--- config.mk ---
export PLATFORM = sky130hd
export DESIGN_NAME = fwt_seq
export DESIGN_NICKNAME = d
export VERILOG_FILES = /design/src/rtl/fwt_pkg.sv /design/src/rtl/fwt_seq.sv
export SDC_FILE = /design/constraint.sdc
export NUM_CORES = 1
export LEC_CHECK = 0
export BUFFER_PORTS_ARGS = -buffer_cell sky130_fd_sc_hd__buf_2
export CORE_ASPECT_RATIO = 1.1
export CORE_MARGIN = 4
export CORE_UTILIZATION = 50
export CTS_BUF_LIST = sky130_fd_sc_hd__clkbuf_4
export CTS_CLUSTER_DIAMETER = 100
export CTS_CLUSTER_SIZE = 16
export DETAILED_ROUTE_END_ITERATION = 6
export PLACE_DENSITY = 0.85
export SYNTH_ARGS = -nofsm -noshare
export SYNTH_HDL_FRONTEND = slang
export SYNTH_SLANG_ARGS = --single-unit
--- constraint.sdc ---
create_clock -name clk -period 8.65 [get_ports clk]
set_input_delay 0.4325 -clock clk [delete_from_list [all_inputs] [get_ports clk]]
set_output_delay 0.4325 -clock clk [all_outputs]
set_load 0.05 [all_outputs]
--- src/rtl/fwt_pkg.sv ---
`timescale 1ns / 1ps
`default_nettype none

package fwt_pkg;

	localparam int SUM_W   = 64;
	localparam int DELTA_W = 32;
	localparam int POS_W   = 10;

	localparam logic FUNC_UPDATE = 1'b0;
	localparam logic FUNC_QUERY  = 1'b1;

	typedef enum logic [2:0] {
		ST_CLEAR,
		ST_IDLE,
		ST_UPDATE,
		ST_QHI,
		ST_QLO,
		ST_RESP
	} fwt_state_t;

	// Controls from the sequencer to the datapath and the node store.
	typedef struct packed {
		logic in_load;
		logic rd_en;
		logic wr_en;
		logic wr_zero;
		logic acc_clr;
		logic acc_en;
		logic acc_sub;
		logic out_load;
	} fwt_ctrl_t;

endpackage

`default_nettype wire

--- src/rtl/fwt_seq.sv ---
`timescale 1ns / 1ps
`default_nettype none

module fwt_seq #(
	parameter int INDEX_BITS = 10
) (
	input  logic                        clk,
	input  logic                        arst_n,
	input  logic                        in_valid,
	output logic                        in_ready,
	input  logic                        func,
	input  logic [fwt_pkg::POS_W-1:0]   position,
	input  logic [fwt_pkg::POS_W-1:0]   range_low,
	input  logic [fwt_pkg::POS_W-1:0]   range_high,
	input  logic                        out_busy,
	output fwt_pkg::fwt_ctrl_t          ctrl,
	output logic [INDEX_BITS-1:0]       rd_addr,
	output logic [INDEX_BITS-1:0]       wr_addr
);

	import fwt_pkg::*;

	localparam int NB = INDEX_BITS + 1;
	localparam logic [NB-1:0] NODE_ONE   = {{INDEX_BITS{1'b0}}, 1'b1};
	localparam logic [NB-1:0] NODE_COUNT = {1'b1, {INDEX_BITS{1'b0}}};
	localparam logic [INDEX_BITS-1:0] CLR_LAST = {INDEX_BITS{1'b1}};

	fwt_state_t state_q;
	fwt_state_t state_d;

	logic [NB-1:0]         node_q;
	logic [INDEX_BITS-1:0] lo_q;
	logic [INDEX_BITS-1:0] clr_q;
	logic                  pend_q;
	logic [INDEX_BITS-1:0] pend_addr_q;

	logic [NB-1:0]         low_bit;
	logic [NB-1:0]         node_m1;
	logic [INDEX_BITS-1:0] node_addr;
	logic [INDEX_BITS-1:0] pos_idx;
	logic [INDEX_BITS-1:0] lo_idx;
	logic [INDEX_BITS-1:0] hi_idx;
	logic                  node_ok;
	logic                  walking;
	logic                  issue;
	logic                  phase_done;
	logic                  accept;

	assign pos_idx = INDEX_BITS'(position);
	assign lo_idx  = INDEX_BITS'(range_low);
	assign hi_idx  = INDEX_BITS'(range_high);

	assign low_bit   = node_q & (~node_q + NODE_ONE);
	assign node_m1   = node_q - NODE_ONE;
	assign node_addr = node_m1[INDEX_BITS-1:0];
	// An upward step past the top wraps to zero, which also ends the walk.
	assign node_ok   = (node_q != '0) && (node_q <= NODE_COUNT);

	assign walking    = (state_q == ST_UPDATE) || (state_q == ST_QHI) || (state_q == ST_QLO);
	assign issue      = walking && node_ok;
	assign phase_done = walking && !node_ok && !pend_q;
	assign in_ready   = (state_q == ST_IDLE);
	assign accept     = in_valid && in_ready;

	always_comb begin
		state_d = state_q;
		case (state_q)
			ST_CLEAR: begin
				if (clr_q == CLR_LAST) begin
					state_d = ST_IDLE;
				end
			end
			ST_IDLE: begin
				if (accept) begin
					state_d = (func == FUNC_QUERY) ? ST_QHI : ST_UPDATE;
				end
			end
			ST_UPDATE: begin
				if (phase_done) begin
					state_d = ST_IDLE;
				end
			end
			ST_QHI: begin
				if (phase_done) begin
					state_d = ST_QLO;
				end
			end
			ST_QLO: begin
				if (phase_done) begin
					state_d = ST_RESP;
				end
			end
			ST_RESP: begin
				if (!out_busy) begin
					state_d = ST_IDLE;
				end
			end
			default: begin
				state_d = ST_CLEAR;
			end
		endcase
	end

	always_comb begin
		ctrl          = '0;
		ctrl.in_load  = accept;
		ctrl.acc_clr  = accept;
		ctrl.rd_en    = issue;
		ctrl.wr_en    = (state_q == ST_CLEAR) || ((state_q == ST_UPDATE) && pend_q);
		ctrl.wr_zero  = (state_q == ST_CLEAR);
		ctrl.acc_en   = pend_q && ((state_q == ST_QHI) || (state_q == ST_QLO));
		ctrl.acc_sub  = (state_q == ST_QLO);
		ctrl.out_load = (state_q == ST_RESP) && !out_busy;
		rd_addr       = node_addr;
		wr_addr       = (state_q == ST_CLEAR) ? clr_q : pend_addr_q;
	end

	always_ff @(posedge clk or negedge arst_n) begin
		if (!arst_n) begin
			state_q <= ST_CLEAR;
			clr_q   <= '0;
			pend_q  <= 1'b0;
		end else begin
			state_q <= state_d;
			pend_q  <= issue;
			if (state_q == ST_CLEAR) begin
				clr_q <= clr_q + {{(INDEX_BITS - 1){1'b0}}, 1'b1};
			end
		end
	end

	always_ff @(posedge clk) begin
		if (issue) begin
			pend_addr_q <= node_addr;
		end
		if (accept) begin
			lo_q <= lo_idx;
			if (func == FUNC_QUERY) begin
				node_q <= {1'b0, hi_idx} + NODE_ONE;
			end else begin
				node_q <= {1'b0, pos_idx} + NODE_ONE;
			end
		end else if (issue) begin
			if (state_q == ST_UPDATE) begin
				node_q <= node_q + low_bit;
			end else begin
				node_q <= node_q - low_bit;
			end
		end else if ((state_q == ST_QHI) && phase_done) begin
			node_q <= {1'b0, lo_q};
		end
	end

endmodule

`default_nettype wire

# == Word-level counts from Yosys, hierarchy flattened ==
# Cells that the tools add are included.
# W data, S select, Z words.
# totals
ff_bits,45
output_inout_bits,29
elab_cells,62
input_bits,35
# op_classes
n_lt_le_gt_ge,1
add_sub_neg,7
n_reduce_logical,20
mux,14
n_eq_ne,12
bitwise,2
# op_table
operator,count
$mux W11,5
$add A10 B1 Y11 const B,2
$mux W3,6
$pmux W3 S6,1
$add A11 B1 Y11 const B,1
$add A11 B11 Y11,1
$and A11 B11 Y11,1
$le A11 B11 Y1 const B,1
$not A11 Y11,1
$reduce_bool A11 Y1,1
$sub A11 B11 Y11,1
$add A10 B1 Y10 const B,1
$eq A10 B10 Y1 const B,1
$mux W10,1
$sub A10 B1 Y10 const B,1
$logic_and A1 B1 Y1,9
$eq A3 B2 Y1 const B,2
$eq A3 B3 Y1 const B,2
$ne A2 B1 Y1 const B,3
$ne A2 B2 Y1 const B,3
$reduce_and A6 Y1,1
$logic_or A1 B1 Y1,4
$eq A3 B1 Y1 const B,1
$logic_not A1 Y1,3
other kinds (3),3

# == Logic depth before layout (Yosys ltp) ==
# logic_depth
ltp_word,9
mapped_depth,13

# == Worst setup path after synthesis ==
# Ideal clock, no wire load.
# synth_path
path_kind,register -> output
from,reg state_q[2]
to,out ctrl[3] in the netlist's numbering
stages_incl_launch_ff,6
path_slack_ns,5.262
path_buffers,2
t_arrival_ns,2.955
path_cell_list,dfrtp_1 > clkbuf_1 > nor3b_1 > nand2_1 > inv_1 > buf_4
# synth_via
elab_chain_cells,2
# synth_lines
item,line_no,text
from (decl),fwt_seq.sv:28,fwt_state_t state_q;
from (signal assigned),fwt_seq.sv:124,state_q <= state_d;
$eq A3 B1 Y1,fwt_seq.sv:62,assign in_ready = (state_q == ST_IDLE);
named net in_ready,fwt_seq.sv:10,"output logic in_ready,"
$logic_and A1 B1 Y1,fwt_seq.sv:63,assign accept = in_valid && in_ready;
to (decl),fwt_seq.sv:16,"output fwt_pkg::fwt_ctrl_t ctrl,"
# The timed path passes the listed nets, and every way through them passes these cells.

==> flow_summary_export.csv <==
group,metric,value,unit
status,status,"finished clean",
cells_and_area,drive_gt1_share,24.80,%
sta,drv_slew,0,
routing,remaining_drc_errors,0,
cts,root_buffer,"clkbuf_4",
logic_synthesis,yosys.cell_types.count,56,
logic_synthesis,postSynthCellCount,316,
global_routing,track_usage,17.67,%
global_routing,antenna_found_initial,0,
sta,period_needed,3.589,ns
cts,clock_latency,0.38,ns
global_routing,grt_max_degree,21,
logic_synthesis,synth.most_common_cell,"nand2_1",
routing,viasPerCell,5.495,
place,placed_area,0.003557,mm^2
routing,drtIter0Drc,163,
flow_run,drv_cap,0,
logic_synthesis,synth_area,0.003196,mm^2
place,hpwl,5.270,mm
sta,rsz0062_at_grt,"no",
cts,cts.sink_count,45,
sta,worstMarginPinSlew,1.107,ns
global_routing,grt_pass1_vias,2439,
logic_synthesis,synthArstFlopShare,31.11,%
cts,clk_pin_slew,0.15,ns
cells_and_area,antenna_cells,0,
critical_path,cp.required,8.22,ns
logic_synthesis,syn-num-nets,367,
global_routing,overflow,0,
critical_path,rr_endpoint,"node_q[9]",
global_routing,grt_pass1_wl,11.27,mm
cts,htree_levels,2,
logic_synthesis,ys_top_cells_by_count,"nand2_1, edfxtp_1, nor2_1",
sta,tns,0,ns
routing,ant_nets,0,
die,die_area,0.007736,mm^2
sta,hold_viol,0,
routing,wl_met2,3.130,mm
logic_synthesis,synth_enable_flop_cells,31,
critical_path,rrSetupSlack,5.16,ns
place,place.gp.congestion,0.9080,
cts,cts_hold_buffers,1,
die,core,0.006193,mm^2
cells_and_area,fin_cells,455,
sta,max_slew_margin,25.79,%
routing,avgRoutedWirePerCell,14.74,um
logic_synthesis,synth_area_leaders,"edfxtp_1, dfrtp_1, xor2_1",
cells_and_area,utilization,58.59,%
critical_path,reg2reg_depth,13,
die,fp.dieW,84.23,um
sta,finalSetupViolCount,0,
cells_and_area,final_area,0.003628,mm^2
logic_synthesis,yosysWarningCount,0,
routing,dr.pass1.iters,4,
place,portBuffers,63,
cts,cts-buffers-inserted,5,
place,dp_cells,446,
routing,wirelength,6.707,mm
cts,clk_path_buf_depth,2,
die,die_y,91.85,um
logic_synthesis,synth_seq_cells,45,
critical_path,end_kind,"output pin",
worst_hold_path,hp-class,"in -> reg",
routing,m1WireLength,3.094,mm
logic_synthesis,yosysTopAreaCell,"edfxtp_1",
sta,period_share,41.49,%
die,start_util,51.60,%
logic_synthesis,synth_top_area_share,29.13,%
sta,finalClockSkew,0.01042,ns
cells_and_area,syn_to_final_growth,13.55,%
logic_synthesis,synth-main-ff-cell,"edfxtp_1",
cells_and_area,nets,425,
critical_path,worstSetupPathType,"reg -> out",
critical_path,worstSetupEndpoint,"ctrl[6]",
critical_path,crit_arrival,3.16,ns
routing,wl_met3,397,um
routing,vias,2500,
cts,postCtsSetupBuffers,0,
routing,highest_layer,"met4",
logic_synthesis,seq_area_frac_synth,40.09,%
die,ios,64,
critical_path,start_kind,"register",
critical_path,path_max_fanout,20,
critical_path,cp-startpoint,"node_q[0]",
die,rows,30,
cts,cts_resized,0,
sta,fmax,0.2787,GHz
cts,cts_tree,"built",
logic_synthesis,syn_avg_cell_area,10.11,um^2
critical_path,r2r-start,"node_q[0]",
## layer usage
layer | GRT usage, % | vias to the layer above
met2 | 30.33 | 77
met1 | 22.57 | 1131
met4 | 4.692 | 0
li1 | - | 1282
met3 | 3.594 | 10
met5 | 0 | -
## flip-flops by register name, summed over array words and instances, names as in the netlist
| name | cells |
|---|---|
| pend_q | 1 |
| state_q | 3 |
| lo_q | 10 |
| node_q | 11 |
| pend_addr_q | 10 |
| clr_q | 10 |
## layout by cell type, fill, tap and decap left out, types with 4 or more instances in the layout
cell,Yosys,routed
nor2b_1,4,4
edfxtp_1,31,31
a221o_1,8,8
mux2i_1,8,8
nor3_1,6,5
xor2_1,22,22
inv_1,8,8
dfrtp_1,14,14
ha_1,15,15
a211oi_1,4,4
buf_2,2,63
nand4_1,5,5
nand2_1,33,33
xnor2_1,19,19
and3_1,4,4
o21ai_0,9,9
mux2_2,14,14
clkbuf_4,0,5
nor2_1,23,23
nand3_1,12,12
nand3b_1,4,4
a21oi_1,15,15
## critical path, stage by stage (launching register included)
cell and delay (ns):
edfxtp_1 0.54, inv_1 0.18, ha_1 0.31, or4b_1 0.52
o31ai_1 0.36, and2_4 0.25, o21ai_4 0.10, inv_6 0.20
buf_2 0.30
## layout make-up
cell class,instances,area (um^2)
Tap cell,80,100.1
Timing Repair Buffer,65,332.8
Clock buffer,5,37.54
Fill cell,531,2565
Clock inverter,3,23.77
Multi-Input combinational cell,248,1814
Sequential cell,45,1281
Inverter,9,38.79
## through the flow
stage	hold slack [ns]	setup slack, ns
floorplan	0.1369	5.262
global placement	0.3444	5.396
detailed placement	0.3482	5.272
CTS	0.2084	5.054
global route	0.1924	4.870
finish	0.2166	5.062
## kinds of logic after synthesis
kind of cell,Yosys count,synth area share [%]
compound gates,56,12.53
mux,22,7.439
flops,45,40.09
xor+xnor,41,11.24
buf+inv,23,3.289
simple gates,113,18.91
fa+ha+maj,16,6.500
## worst min path at each step
stage	from	end	slack, ns	cells after the start
after global routing	range_low[1]	lo_q[1]	0.19	1
final	range_low[2]	lo_q[2]	0.22	1
after CTS	range_low[2]	lo_q[2]	0.21	1
after detailed placement	arst_n	state_q[1]	0.35	1
after floorplan	arst_n	clr_q[0]	0.14	0
after global placement	arst_n	state_q[1]	0.34	1
Power is left out: the tool's default activity adds up to more than one toggle a clock period on the data nets, which glitch-free logic cannot reach.
