<file path="config.mk">
export PLATFORM = sky130hd
export DESIGN_NAME = fwt_dp
export DESIGN_NICKNAME = d
export VERILOG_FILES = /design/src/rtl/fwt_pkg.sv /design/src/rtl/fwt_dp.sv
export SDC_FILE = /design/constraint.sdc
export NUM_CORES = 1
export LEC_CHECK = 0
export ABC_CLOCK_PERIOD_IN_PS = 5830
export BUFFER_PORTS_ARGS = -buffer_cell sky130_fd_sc_hd__clkbuf_2
export CORE_ASPECT_RATIO = 0.7
export CORE_MARGIN = 8
export CORE_UTILIZATION = 37
export DETAILED_ROUTE_END_ITERATION = 16
export SYNTH_ARGS = -nofsm -noshare
export SYNTH_HDL_FRONTEND = slang
export SYNTH_SLANG_ARGS = --single-unit
</file>
<file path="constraint.sdc">
create_clock -name clk -period 5.83 [get_ports clk]
set_input_delay 0.583 -clock clk [delete_from_list [all_inputs] [get_ports clk]]
set_output_delay 0.583 -clock clk [all_outputs]
set_load 0.1 [all_outputs]
</file>
<file path="src/rtl/fwt_pkg.sv">
`timescale 1ns / 1ps
`default_nettype none

package fwt_pkg;

	localparam int SUM_W   = 64;
	localparam int DELTA_W = 32;
	localparam int POS_W   = 10;

	localparam logic FUNC_UPDATE = 1'b0;
	localparam logic FUNC_QUERY  = 1'b1;

	typedef enum logic [2:0] {
		ST_CLEAR,
		ST_IDLE,
		ST_UPDATE,
		ST_QHI,
		ST_QLO,
		ST_RESP
	} fwt_state_t;

	// Controls from the sequencer to the datapath and the node store.
	typedef struct packed {
		logic in_load;
		logic rd_en;
		logic wr_en;
		logic wr_zero;
		logic acc_clr;
		logic acc_en;
		logic acc_sub;
		logic out_load;
	} fwt_ctrl_t;

endpackage

`default_nettype wire

</file>
<file path="src/rtl/fwt_dp.sv">
`timescale 1ns / 1ps
`default_nettype none

module fwt_dp (
	input  logic                                 clk,
	input  logic                                 arst_n,
	input  fwt_pkg::fwt_ctrl_t                   ctrl,
	input  logic signed [fwt_pkg::DELTA_W-1:0]   delta,
	input  logic [fwt_pkg::SUM_W-1:0]            rd_data,
	output logic [fwt_pkg::SUM_W-1:0]            wr_data,
	input  logic                                 out_ready,
	output logic                                 out_valid,
	output logic [fwt_pkg::SUM_W-1:0]            out_sum,
	output logic                                 out_busy
);

	import fwt_pkg::*;

	logic signed [DELTA_W-1:0] delta_q;
	logic [SUM_W-1:0] delta_ext;
	logic [SUM_W-1:0] acc_q;
	logic [SUM_W-1:0] op_a;
	logic [SUM_W-1:0] op_b;
	logic [SUM_W-1:0] sum;
	logic             out_valid_q;
	logic [SUM_W-1:0] out_sum_q;

	assign delta_ext = {{(SUM_W - DELTA_W){delta_q[DELTA_W-1]}}, delta_q};

	// One adder serves both the node update and the query accumulation.
	always_comb begin
		op_a = ctrl.acc_en ? acc_q : rd_data;
		op_b = ctrl.acc_en ? rd_data : delta_ext;
		sum  = op_a + (ctrl.acc_sub ? ~op_b : op_b) + {{(SUM_W - 1){1'b0}}, ctrl.acc_sub};
	end

	assign wr_data = ctrl.wr_zero ? '0 : sum;

	always_ff @(posedge clk) begin
		if (ctrl.in_load) begin
			delta_q <= delta;
		end
		if (ctrl.acc_clr) begin
			acc_q <= '0;
		end else if (ctrl.acc_en) begin
			acc_q <= sum;
		end
		if (ctrl.out_load) begin
			out_sum_q <= acc_q;
		end
	end

	always_ff @(posedge clk or negedge arst_n) begin
		if (!arst_n) begin
			out_valid_q <= 1'b0;
		end else if (ctrl.out_load) begin
			out_valid_q <= 1'b1;
		end else if (out_ready) begin
			out_valid_q <= 1'b0;
		end
	end

	assign out_valid = out_valid_q;
	assign out_sum   = out_sum_q;
	assign out_busy  = out_valid_q && !out_ready;

endmodule

`default_nettype wire

</file>
-- Word-level counts from Yosys, hierarchy flattened
Cells that the tools add are included.
- bits in registers: 161
- input port bits: 107
- output and inout port bits: 130
- logic and storage cells: 16
- $add $sub $neg: 2
- multiplexer cells: 6
- bitwise operators: 1
- reduce and logical (&&, ||, !) cells: 3
- operators by type and width (cell ; number):
    two-way mux 64 bit ; 4
    adder 64 x 1 -> 64 bit ; 1
    adder 64 bit ; 1
    inverter 64 bit ; 1
    two-way mux 1 bit ; 2
    nonzero test 2 bit ; 1
    logical AND 1 bit ; 1
    zero test 1 bit ; 1

-- Depth between registers and ports, before layout
Gate-level depths: netlist of the first run.
- depth in word-level cells: 6
- gate-level depth with buffers: 17
- depth with buffers taken out: 13

-- Worst setup path before layout of the first run
OpenSTA, ideal clock, no wires.
- path kind: input to output
- start point: in ctrl[2] (netlist bit)
- end point: out wr_data[56] (netlist bit)
- arrival: 6.083 ns
- required time: 5.247 ns
- setup slack: -0.836 ns
- cell stages on the path: 15
- path buffers: 4
- cells stage by stage: buf_2 clkbuf_1 buf_1 mux2i_1 xnor2_1 ha_1 clkbuf_1 nand3_1 or4_4 nor3_2 o41ai_2 a211oi_1 o21bai_2 nand3_1 nor3b_1
- word-level cells in the longest chain between the ends: 6
- elaborated cells on any way between the ends: 7
- classes of those cells: add/sub: 2; mux: 4; bitwise: 1
- RTL lines (what ; line ; text):
    from (decl) ; fwt_dp.sv:7 ; input fwt_pkg::fwt_ctrl_t ctrl,
    two-way mux 64 bit ; fwt_dp.sv:33 ; op_b = ctrl.acc_en ? rd_data : delta_ext;
    inverter 64 bit ; fwt_dp.sv:34 ; sum = op_a + (ctrl.acc_sub ? ~op_b : op_b) + {{(SUM_W - 1){1'b0}}, ctrl.acc_sub};
    two-way mux 64 bit ; fwt_dp.sv:34 ;
    adder 64 bit (*) ; fwt_dp.sv:34 ;
    adder 64 x 1 -> 64 bit (*) ; fwt_dp.sv:34 ;
    two-way mux 64 bit (*) ; fwt_dp.sv:37 ; assign wr_data = ctrl.wr_zero ? '0 : sum;
    to (decl) ; fwt_dp.sv:10 ; output logic [fwt_pkg::SUM_W-1:0] wr_data,
Every way passes the cells marked *; elsewhere a longest branch is shown, timed or not.

-- Worst setup path in the final report of the first run
- start point: in ctrl[2] (netlist bit)
- end point: out wr_data[60] (netlist bit)
Same word-level chain as after synthesis.

==> flow_summary_export.csv, run 1 <==
group,metric,value,unit
run_status,status,"finished clean",
floorplan,ios,237,
placed_design,dp.final_hpwl,30300,µm
floorplan,die_h,166,µm
grt,antenna_found_initial,2,
timing,finalMaxSlewViolations,0,
clock_tree,clkSinkCount,161,
pwr,powerDensity,453,nW/µm²
clock_tree,insertion_delay,460,ps
worst_setup_path,cp-startpoint,"ctrl[2]",
timing,finalCriticalPeriod,5570,ps
logic_synthesis,synth_seq_area_share,0.354,
placed_design,numPortBuffers,234,
placed_design,gp_congestion,0.882,
grt,grt.overflow.total,0,
clock_tree,cts_tree,"built",
layout,layout-drive-gt1-share,0.267,
layout,multi_input_area,7240,µm²
logic_synthesis,synth_top_area_share,0.244,
timing,hold_violations,0,
logic_synthesis,synth_warnings,0,
run,drv_cap,0,
logic_synthesis,yosysUniqueCellTypes,86,
layout,instances_no_fill,1945,
layout,fin_area,14200,µm²
logic_synthesis,yosys.area.top_type,"edfxtp_1",
logic_synthesis,syn_inst,1306,
logic_synthesis,synthTopCellsByArea,"edfxtp_1, dfxtp_1, ha_1, xnor2_1, mux2_2",
timing,rsz0062_at_grt,"false",
clock_tree,root_buffer,"clkbuf_16",
route,dr_total_vias,10700,
route,routedWlPerCell,20.6,µm
floorplan,dieArea,38000,µm²
clock_tree,clockBufferDepth,2,
logic_synthesis,synth_area,11800,µm²
logic_synthesis,ys.flop_type,"edfxtp_1",
grt,grt_max_degree,66,
logic_synthesis,synth-async-reset-ratio,0.00621,
timing,timing.hold.ws,297,ps
pwr,peakVddDrop,0.000237,V
logic_synthesis,synth-seq-cells,161,
route,drc,0,
placed_design,placed_cells,1910,
timing,fmaxAchievable,179,MHz
worst_setup_path,start_kind,"input port",
pwr,leakage,0.00607,µW
timing,fin_crit_sh,0.956,
min_path,min-delay-start,"delta[12]",
clock_tree,cts_buffers,17,
worst_setup_path,reg2reg_from,"delta_q[31]",
layout,nets,1680,
grt,grt.total_usage,0.204,
route,drt_iter0_drc,867,
clock_tree,htreeDepth,4,
worst_setup_path,worstPathMaxFanout,54,
logic_synthesis,synth_edf_count,96,
floorplan,row_count,54,
timing,clock-skew-final,10.9,ps
min_path,hold_path_class,"in2reg",
timing,setup_viol,0,
clock_tree,path_clk_slew,70,ps
worst_setup_path,worstSetupPathType,"in2out",
placed_design,place_area,13600,µm²
timing,tightest_slew,1020,ps
route,postRouteAntennaNets,0,
layout,seqCellArea,4190,µm²
floorplan,start_util,0.377,
route,first_pass_iters,5,
layout,area_delta_synth_final,20.2,%
worst_setup_path,cp.required,5250,ps
timing,max_slew_margin,0.321,
timing,setup_tns,0,ps
layout,final_util,0.454,
floorplan,die_w,230,µm
worst_setup_path,worstPathArrival,4990,ps
route,vias_per_cell,5.49,
worst_setup_path,cp-end-kind,"primary output",
floorplan,core_area,31400,µm²
grt,grt_pass1_wl,61700,µm
layout,fillers,3150,
route,wl,40000,µm
logic_synthesis,syn_nets,1476,
grt,grt_pass1_vias,10400,
logic_synthesis,avgSynthCellArea,9.06,µm²
==> where the power goes <==
part | total, µW | leakage [µW] | internal, µW | switching [µW]
Combinational | 3780 | 0.00428 | 968 | 2820
Clock | 1150 | 0.000277 | 643 | 508
Sequential | 1500 | 0.00151 | 1410 | 97.0
Total | 6440 | 0.00607 | 3020 | 3420
==> worst paths after layout <==
kind | depth (start not counted) | slack [ps] | to
worst max-delay path | 15 | 260 | wr_data[60]
worst min-delay path | 1 | 300 | delta_q[12]
worst max register to register | 13 | 1460 | acc_q[60]
worst min register to register | 0 | 450 | out_sum[4]
max in group asynchronous | 2 | 5310 | out_valid
min in group asynchronous | 2 | 430 | out_valid
==> cells in the mapped netlist, drive strengths merged, types with 35 or more instances <==
cell type / instances
a21oi: 134
nor2: 109
nand2: 103
edfxtp: 96
xnor2: 87
mux2: 65
dfxtp: 64
ha: 62
clkbuf: 55
o21ai: 54
nor3: 35
==> worst max-delay path, cell delays in order <==
cell and delay, ps:
buf_6 240, nor2b_2 710, a21oi_1 130, xnor2_1 180, ha_1 440, and2_4 220, nand3_2 140, or4_4 590
nor3_2 300, o41ai_2 170, a211oi_2 360, o211ai_2 210, and3_1 250, nor3_2 210, buf_12 220
==> state kept, by name, summed over array words and instances, names as in the netlist <==
signal and cells:
delta_q 32, out_valid 1, acc_q 64, out_sum 64
==> stage by stage <==
stage,power (µW),setup slack (ps)
detailed placement,5280,273
global route,6750,3.00
global placement,5260,347
floorplan,4450,42.2
finish,6440,257
CTS,6450,266
==> placed cells by master (no fill, tap or decap), types with 25 or more instances in the layout <==
cell type	netlist	final
clkbuf_2	1	214
a21oi_1	132	132
nor2_1	109	109
nand2_1	102	102
edfxtp_1	96	96
xnor2_1	87	87
dfxtp_1	64	64
mux2_2	63	63
ha_1	62	62
o21ai_0	50	50
buf_4	3	49
mux2i_1	34	34
a21o_1	34	34
inv_1	33	33
and2_1	26	26
o21bai_1	25	25
==> per-layer routing <==
| layer | global-route usage | vias up | wire length, µm |
|---|---|---|---|
| met5 | 0 | - | 0 |
| met4 | 0.0429 | 0 | 528 |
| met3 | 0.0602 | 28 | 2830 |
| met2 | 0.274 | 338 | 15600 |
| met1 | 0.313 | 5103 | 21100 |
| li1 | - | 5212 | - |
==> what timing repair did <==
item,CTS,global route
hold buffers,1,0
hold endpoints to repair,1,0
endpoints found under the setup margin,0,0
buffers inserted,0,0
gates resized for setup,0,0
==> logic make-up (layout without fill, tap and decap cells) <==
family	after synthesis	after routing	synth area share
AND/OR/NAND/NOR	384	384	0.159
XOR/XNOR	108	108	0.0800
multiplexers	99	99	0.0910
other	0	2	0
flip-flops	161	161	0.354
adder cells (fa/ha/maj)	63	63	0.0673
AO/OA/AOI/OAI	372	372	0.209
buffers and inverters	119	336	0.0398
==> cell type report <==
type / count / share of cell area
Sequential cell: 161 / 0.294
Clock inverter: 12 / 0.00932
Clock buffer: 20 / 0.0314
Tap cell: 420 / 0.0369
Inverter: 34 / 0.00897
Timing Repair Buffer: 270 / 0.110
Antenna cell: 2 / 0.000352
Multi-Input combinational cell: 1026 / 0.509
No activity file was read; power rests on OpenSTA's default activity.
==> inputs of run 2 (changes only) <==
CORE_UTILIZATION = 58   (was 37)
CTS_BUF_LIST = sky130_fd_sc_hd__clkbuf_8   (was not set)
PLACE_DENSITY = 0.84   (was not set)
SLEW_MARGIN = 20   (was not set)
==> run 2 against run 1 <==
- first-iteration DRC count is 15% higher
- final cell count shrank 8.5%
- total power down 4.4%
- worst hold slack worse by 26 ps
- via count increased by 2.6%
- non-clock buffer count is 14 lower
- clock skew increased by 9.1 ps
- setup slack improved by 18 ps
- count of clock-buffer cells in the layout stayed put
- sequential power hardly changed
- cell area is 3.1% lower
- critical endpoint is now wr_data[58]
- clock power decreased by 19%
==> flow_summary_export.csv, run 2 (synthesized netlist as in run 1, its figures left out) <==
group,metric,value,unit
run_status,status,"finished clean",
clock_tree,htreeDepth,4,
worst_setup_path,max_stage_delay,590,ps
worst_setup_path,r2r_end,"acc_q[59]",
clock_tree,insertion_delay,490,ps
grt,use_met1,0.409,
min_path,hold_path_class,"in2reg",
placed_design,post-place-ws,415,ps
timing,setup_viol,0,
timing,timing.hold.ws,271,ps
layout,diodes,0,
worst_setup_path,worstSetupPathType,"in2out",
floorplan,start_util,0.594,
route,vias_per_cell,6.16,
timing,finalMaxSlewViolations,0,
grt,grt-busiest-layer,"met1",
clock_tree,path_clk_slew,90,ps
timing,rsz0062_at_grt,"false",
layout,area_delta_synth_final,16.5,%
worst_setup_path,worstPathArrival,4970,ps
floorplan,core_area,19900,µm²
clock_tree,cts_tree,"built",
timing,fin_crit_sh,0.953,
timing,setup_tns,0,ps
route,postRouteAntennaNets,0,
worst_setup_path,cp_num_cells,13,
pwr,peakVddDrop,0.000452,V
placed_design,gp_congestion,0.945,
worst_setup_path,start_kind,"input port",
layout,layout_commonest_cell,"clkbuf_2",
worst_setup_path,r2r_slack,1630,ps
clock_tree,root_buffer,"clkbuf_8",
timing,tightest_slew,959,ps
floorplan,row_count,43,
worst_setup_path,critPathTopFamily,"compound AO/OA/AOI/OAI gates",
layout,layout-drive-gt1-share,0.259,
grt,grt_pass1_wl,57700,µm
grt,grt.total_usage,0.282,
grt,grt_max_degree,66,
timing,hold_violations,0,
grt,antenna_found_initial,0,
pwr,leakage,0.00595,µW
route,drt_iter0_drc,1000,
grt,use_met3,0.0846,
worst_setup_path,cp.required,5250,ps
worst_setup_path,worstSetupEndpoint,"wr_data[58]",
clock_tree,clkSinkCount,161,
placed_design,numPortBuffers,234,
clock_tree,cts_resized,0,
worst_setup_path,cp-end-kind,"primary output",
route,dr_total_vias,11000,
timing,finalCriticalPeriod,5560,ps
route,routedWlPerCell,20.6,µm
timing,fmaxAchievable,180,MHz
worst_setup_path,crit_slowest_cell,"a2111oi_2",
floorplan,ios,237,
worst_setup_path,worstPathMaxFanout,65,
grt,grt_pass1_vias,10600,
layout,nets,1666,
worst_setup_path,cp-startpoint,"ctrl[2]",
pwr,powerDensity,447,nW/µm²
clock_tree,clockBufferDepth,2,
worst_setup_path,path_buf_inv,2,
floorplan,die_w,187,µm
route,first_pass_iters,5,
floorplan,dieArea,25300,µm²
worst_setup_path,crit_path_cell_trace,"buf_6 > mux2_2 > ha_1 > a21oi_1 > o21ai_0 > o21bai_1 > a2111oi_2 > a21oi_1 > o21ai_2 > o21ai_0 > a211oi_1 > nor3_2 > clkbuf_2",
layout,layout_common_cells,"clkbuf_2, a21oi_1, nor2_1, nand2_1, edfxtp_1",
route,drc,0,
worst_setup_path,reg2reg_from,"delta_q[31]",
grt,grt.overflow.total,0,
worst_setup_path,rr_worst_depth,14,
route,wl,36600,µm
placed_design,dp.final_hpwl,27600,µm
timing,clock-skew-final,20.0,ps
grt,use_met2,0.401,
run,drv_cap,0,
floorplan,die_h,135,µm
timing,setup_ws,275,ps
timing,max_slew_margin,0.360,
clock_tree,cts_buffers,17,
run 2: cell types whose count changed in the layout (fill, tap and decap cells not counted):
| cell | delta |
|---|---|
| clkbuf_8 | +19 |
| inv_6 | -2 |
| diode_2 | -2 |
| buf_2 | +1 |
| clkbuf_16 | -17 |
| clkbuf_1 | -2 |
| bufinv_16 | +2 |
| clkinvlp_4 | -2 |
| inv_1 | +3 |
| buf_4 | -19 |
| clkinv_2 | -1 |
| clkbuf_2 | +4 |
run 2: per-stage QoR:
stage	instances	util	total power (µW)	area (µm²)
global route	1779	0.692	6430	13800
finish	1779	0.692	6150	13800
detailed placement	1746	0.669	5180	13300
CTS	1779	0.692	6120	13800
global placement	1746	0.669	5140	13300
floorplan	1306	-	4450	11900
run 2: worst min path at each step:
stage | startpoint | end | slack, ps | depth (start not counted)
6_report | delta[12] | delta_q[12] | 270 | 1
4_1_cts | delta[29] | delta_q[29] | 240 | 1
3_5_place_dp | arst_n | out_valid | 360 | 1
3_3_place_gp | arst_n | out_valid | 360 | 1
5_1_grt | delta[15] | delta_q[15] | 250 | 1
2_1_floorplan | arst_n | out_valid | 290 | 0
run 2: layout make-up:
class / count / area [µm²]
Clock buffer: 20 / 275
Multi-Input combinational cell: 1026 / 7240
Fill cell: 1549 / 6130
Timing Repair Buffer: 256 / 1440
Tap cell: 270 / 338
Sequential cell: 161 / 4190
Clock inverter: 12 / 166
Inverter: 34 / 128
run 2: power breakdown:
group	internal, µW	switching, µW
clock	496	432
combinational	928	2790
sequential	1410	98.1
run 2: repair_timing:
item	4_1_cts	5_1_grt
hold endpoints to repair	1	0
endpoints found under the setup margin	0	0
hold buffers	1	0
setup buffers	0	0
run 2: worst register-to-register path, cell delays in order (launching register included):
cell and delay, ps:
edfxtp_1 340, nor2b_2 310, buf_4 280, a21oi_1 80, xnor2_1 140, ha_1 440
a21o_1 250, o21bai_1 250, o31ai_1 270, a21oi_1 100, a22oi_1 170, nand2_1 160
o31ai_2 650, a2111oi_0 260, a311o_1 370
run 2: layer usage:
layer / vias up / share of wire
met5: - / 0
met4: 0 / 0.018
met3: 68 / 0.11
met2: 588 / 0.40
met1: 5120 / 0.47
li1: 5184 / -
==> inputs of run 3 (changes only) <==
ABC_CLOCK_PERIOD_IN_PS = 5100   (was 5830)
CORE_ASPECT_RATIO = not set   (was 0.7)
CORE_UTILIZATION = 52   (was 58)
PLACE_DENSITY = 0.79   (was 0.84)
clock period = 5.1 ns   (was 5.83 ns; I/O delays follow)
==> run 3 against run 2 <==
- sequential cell count did not move
- critical path type unchanged
- critical path depth rose by 4
- critical endpoint is now wr_data[28]
- worst hold slack got worse by 63 ps
==> flow_summary_export.csv, run 3 (synthesized netlist as in run 1, its figures left out) <==
group,metric,value,unit
run_status,status,"finished clean",
clock_tree,cts_buffers,17,
clock_tree,clkSinkCount,161,
pwr,powerDensity,494,nW/µm²
floorplan,dieArea,27800,µm²
placed_design,place_area,14700,µm²
run,drv_cap,0,
grt,grt.overflow.total,0,
timing,fmaxAchievable,202,MHz
clock_tree,root_buffer,"clkbuf_8",
timing,finalCriticalPeriod,4960,ps
worst_setup_path,start_kind,"input port",
worst_setup_path,cp_common_cell,"buf_4",
placed_design,numPortBuffers,234,
clock_tree,cts_tree,"built",
route,wl,36800,µm
floorplan,start_util,0.526,
layout,fillers,1780,
layout,layout_commonest_cell,"clkbuf_2",
layout,layout_common_cells,"clkbuf_2, a21oi_1, buf_4, nand2_1, edfxtp_1",
route,dr_total_vias,11300,
clock_tree,htreeDepth,4,
route,drc,0,
route,drt_iter0_drc,703,
grt,grt_pass1_vias,11500,
timing,clock-skew-final,15.9,ps
timing,hold_violations,0,
timing,setup_viol,0,
clock_tree,path_clk_slew,100,ps
layout,area_delta_synth_final,27.5,%
pwr,peakVddDrop,0.000368,V
route,postRouteAntennaNets,0,
layout,final_util,0.671,
timing,tightest_slew,938,ps
floorplan,row_count,55,
timing,fin_crit_sh,0.973,
worst_setup_path,cp.required,4590,ps
worst_setup_path,worstPathArrival,4450,ps
timing,rsz0062_at_grt,"false",
grt,grt_pass1_wl,59200,µm
min_path,hold_path_class,"in2reg",
placed_design,dp.final_hpwl,28500,µm
clock_tree,clockBufferDepth,2,
placed_design,gp_congestion,0.932,
route,vias_per_cell,5.94,
worst_setup_path,worstPathMaxFanout,38,
worst_setup_path,crit_slowest_cell,"o31ai_1",
grt,grt.total_usage,0.259,
timing,max_slew_margin,0.374,
grt,grt_max_degree,66,
grt,antenna_found_initial,0,
worst_setup_path,crit_path_cell_trace,"clkbuf_8 > buf_4 > mux2_2 > inv_1 > fa_1 > nor2b_1 > o2111ai_1 > a31oi_2 > buf_4 > o2111a_1 > buf_4 > o21bai_2 > a211oi_1 > o31ai_1 > a21oi_1 > nor3_4 > buf_12",
timing,finalMaxSlewViolations,0,
floorplan,ios,237,
route,routedWlPerCell,19.4,µm
floorplan,die_h,167,µm
worst_setup_path,cp-end-kind,"primary output",
worst_setup_path,worstSetupPathType,"in2out",
worst_setup_path,max_stage_delay,560,ps
clock_tree,insertion_delay,470,ps
floorplan,core_area,22500,µm²
layout,nets,1767,
floorplan,die_w,167,µm
route,first_pass_iters,5,
layout,diodes,0,
layout,layout-drive-gt1-share,0.320,
layout,fin_area,15100,µm²
pwr,leakage,0.00654,µW
## run 3: cell count changes in the layout (fill, tap and decap cells not counted), sizes merged
cell      before  now
buf           37  163
inv           37   39
clkbuf       238  210
clkinvlp       1    3
bufinv         4    1
clkinv         4    6
## run 3: worst paths after layout
| check | start | end | slack (ps) | cells after the start |
|---|---|---|---|---|
| worst max-delay path | ctrl[2] | wr_data[28] | 140 | 17 |
| worst min-delay path | delta[20] | delta_q[20] | 210 | 1 |
| worst max register to register | delta_q[1] | acc_q[48] | 1220 | 16 |
| worst min register to register | acc_q[33] | out_sum[33] | 450 | 0 |
| max in group asynchronous | arst_n | out_valid | 4670 | 2 |
| min in group asynchronous | arst_n | out_valid | 350 | 2 |
## run 3: through the flow
step	hold WS [ps]	power [µW]	setup TNS, ps	setup WS [ps]	instances
3_5_place_dp	287	6500	0	185	1862
4_1_cts	189	7440	0	182	1895
5_1_grt	200	7800	0	7.59	1895
2_1_floorplan	214	5150	-276	-276	1306
6_report	208	7450	0	138	1895
3_3_place_gp	285	6440	0	279	1862
## run 3: final cells by class
class,instances,area [µm²],share of cell area
clock buffers,17,234,0.0155
inverters,34,128,0.00846
flip-flops and latches,161,4190,0.278
clock inverters,15,138,0.00912
repair buffers,357,2670,0.177
well taps,285,357,0.0236
multi-input cells,1026,7370,0.489
## run 3: layer usage
layer,track usage,up-vias,share of wire,routed length (µm)
met5,0,-,0,0
met2,0.441,454,0.47,17500
met1,0.330,5361,0.44,16100
li1,-,5381,-,-
met3,0.0444,54,0.068,2500
met4,0.0846,0,0.022,795
## run 3: repair_timing
item,in CTS,in global routing
endpoints found under the setup margin,0,5
setup buffers,0,0
hold buffers,1,0
hold endpoints to repair,1,0
gates resized for setup,0,3
## run 3: where the power goes
| group | switching [µW] | internal [µW] | total, µW |
|---|---|---|---|
| logic | 3290 | 1500 | 4790 |
| registers | 115 | 1610 | 1720 |
| clock network | 542 | 393 | 934 |
| total | 3950 | 3500 | 7450 |
## run 3: worst max-delay path, delay by kind of cell
| family | cells | cell delay (ps) |
|---|---|---|
| buffers and inverters | 6 | 1190 |
| AND/OR/NAND/NOR | 2 | 350 |
| multiplexers | 1 | 350 |
| AO/OA/AOI/OAI | 7 | 1800 |
| adder cells (fa/ha/maj) | 1 | 220 |
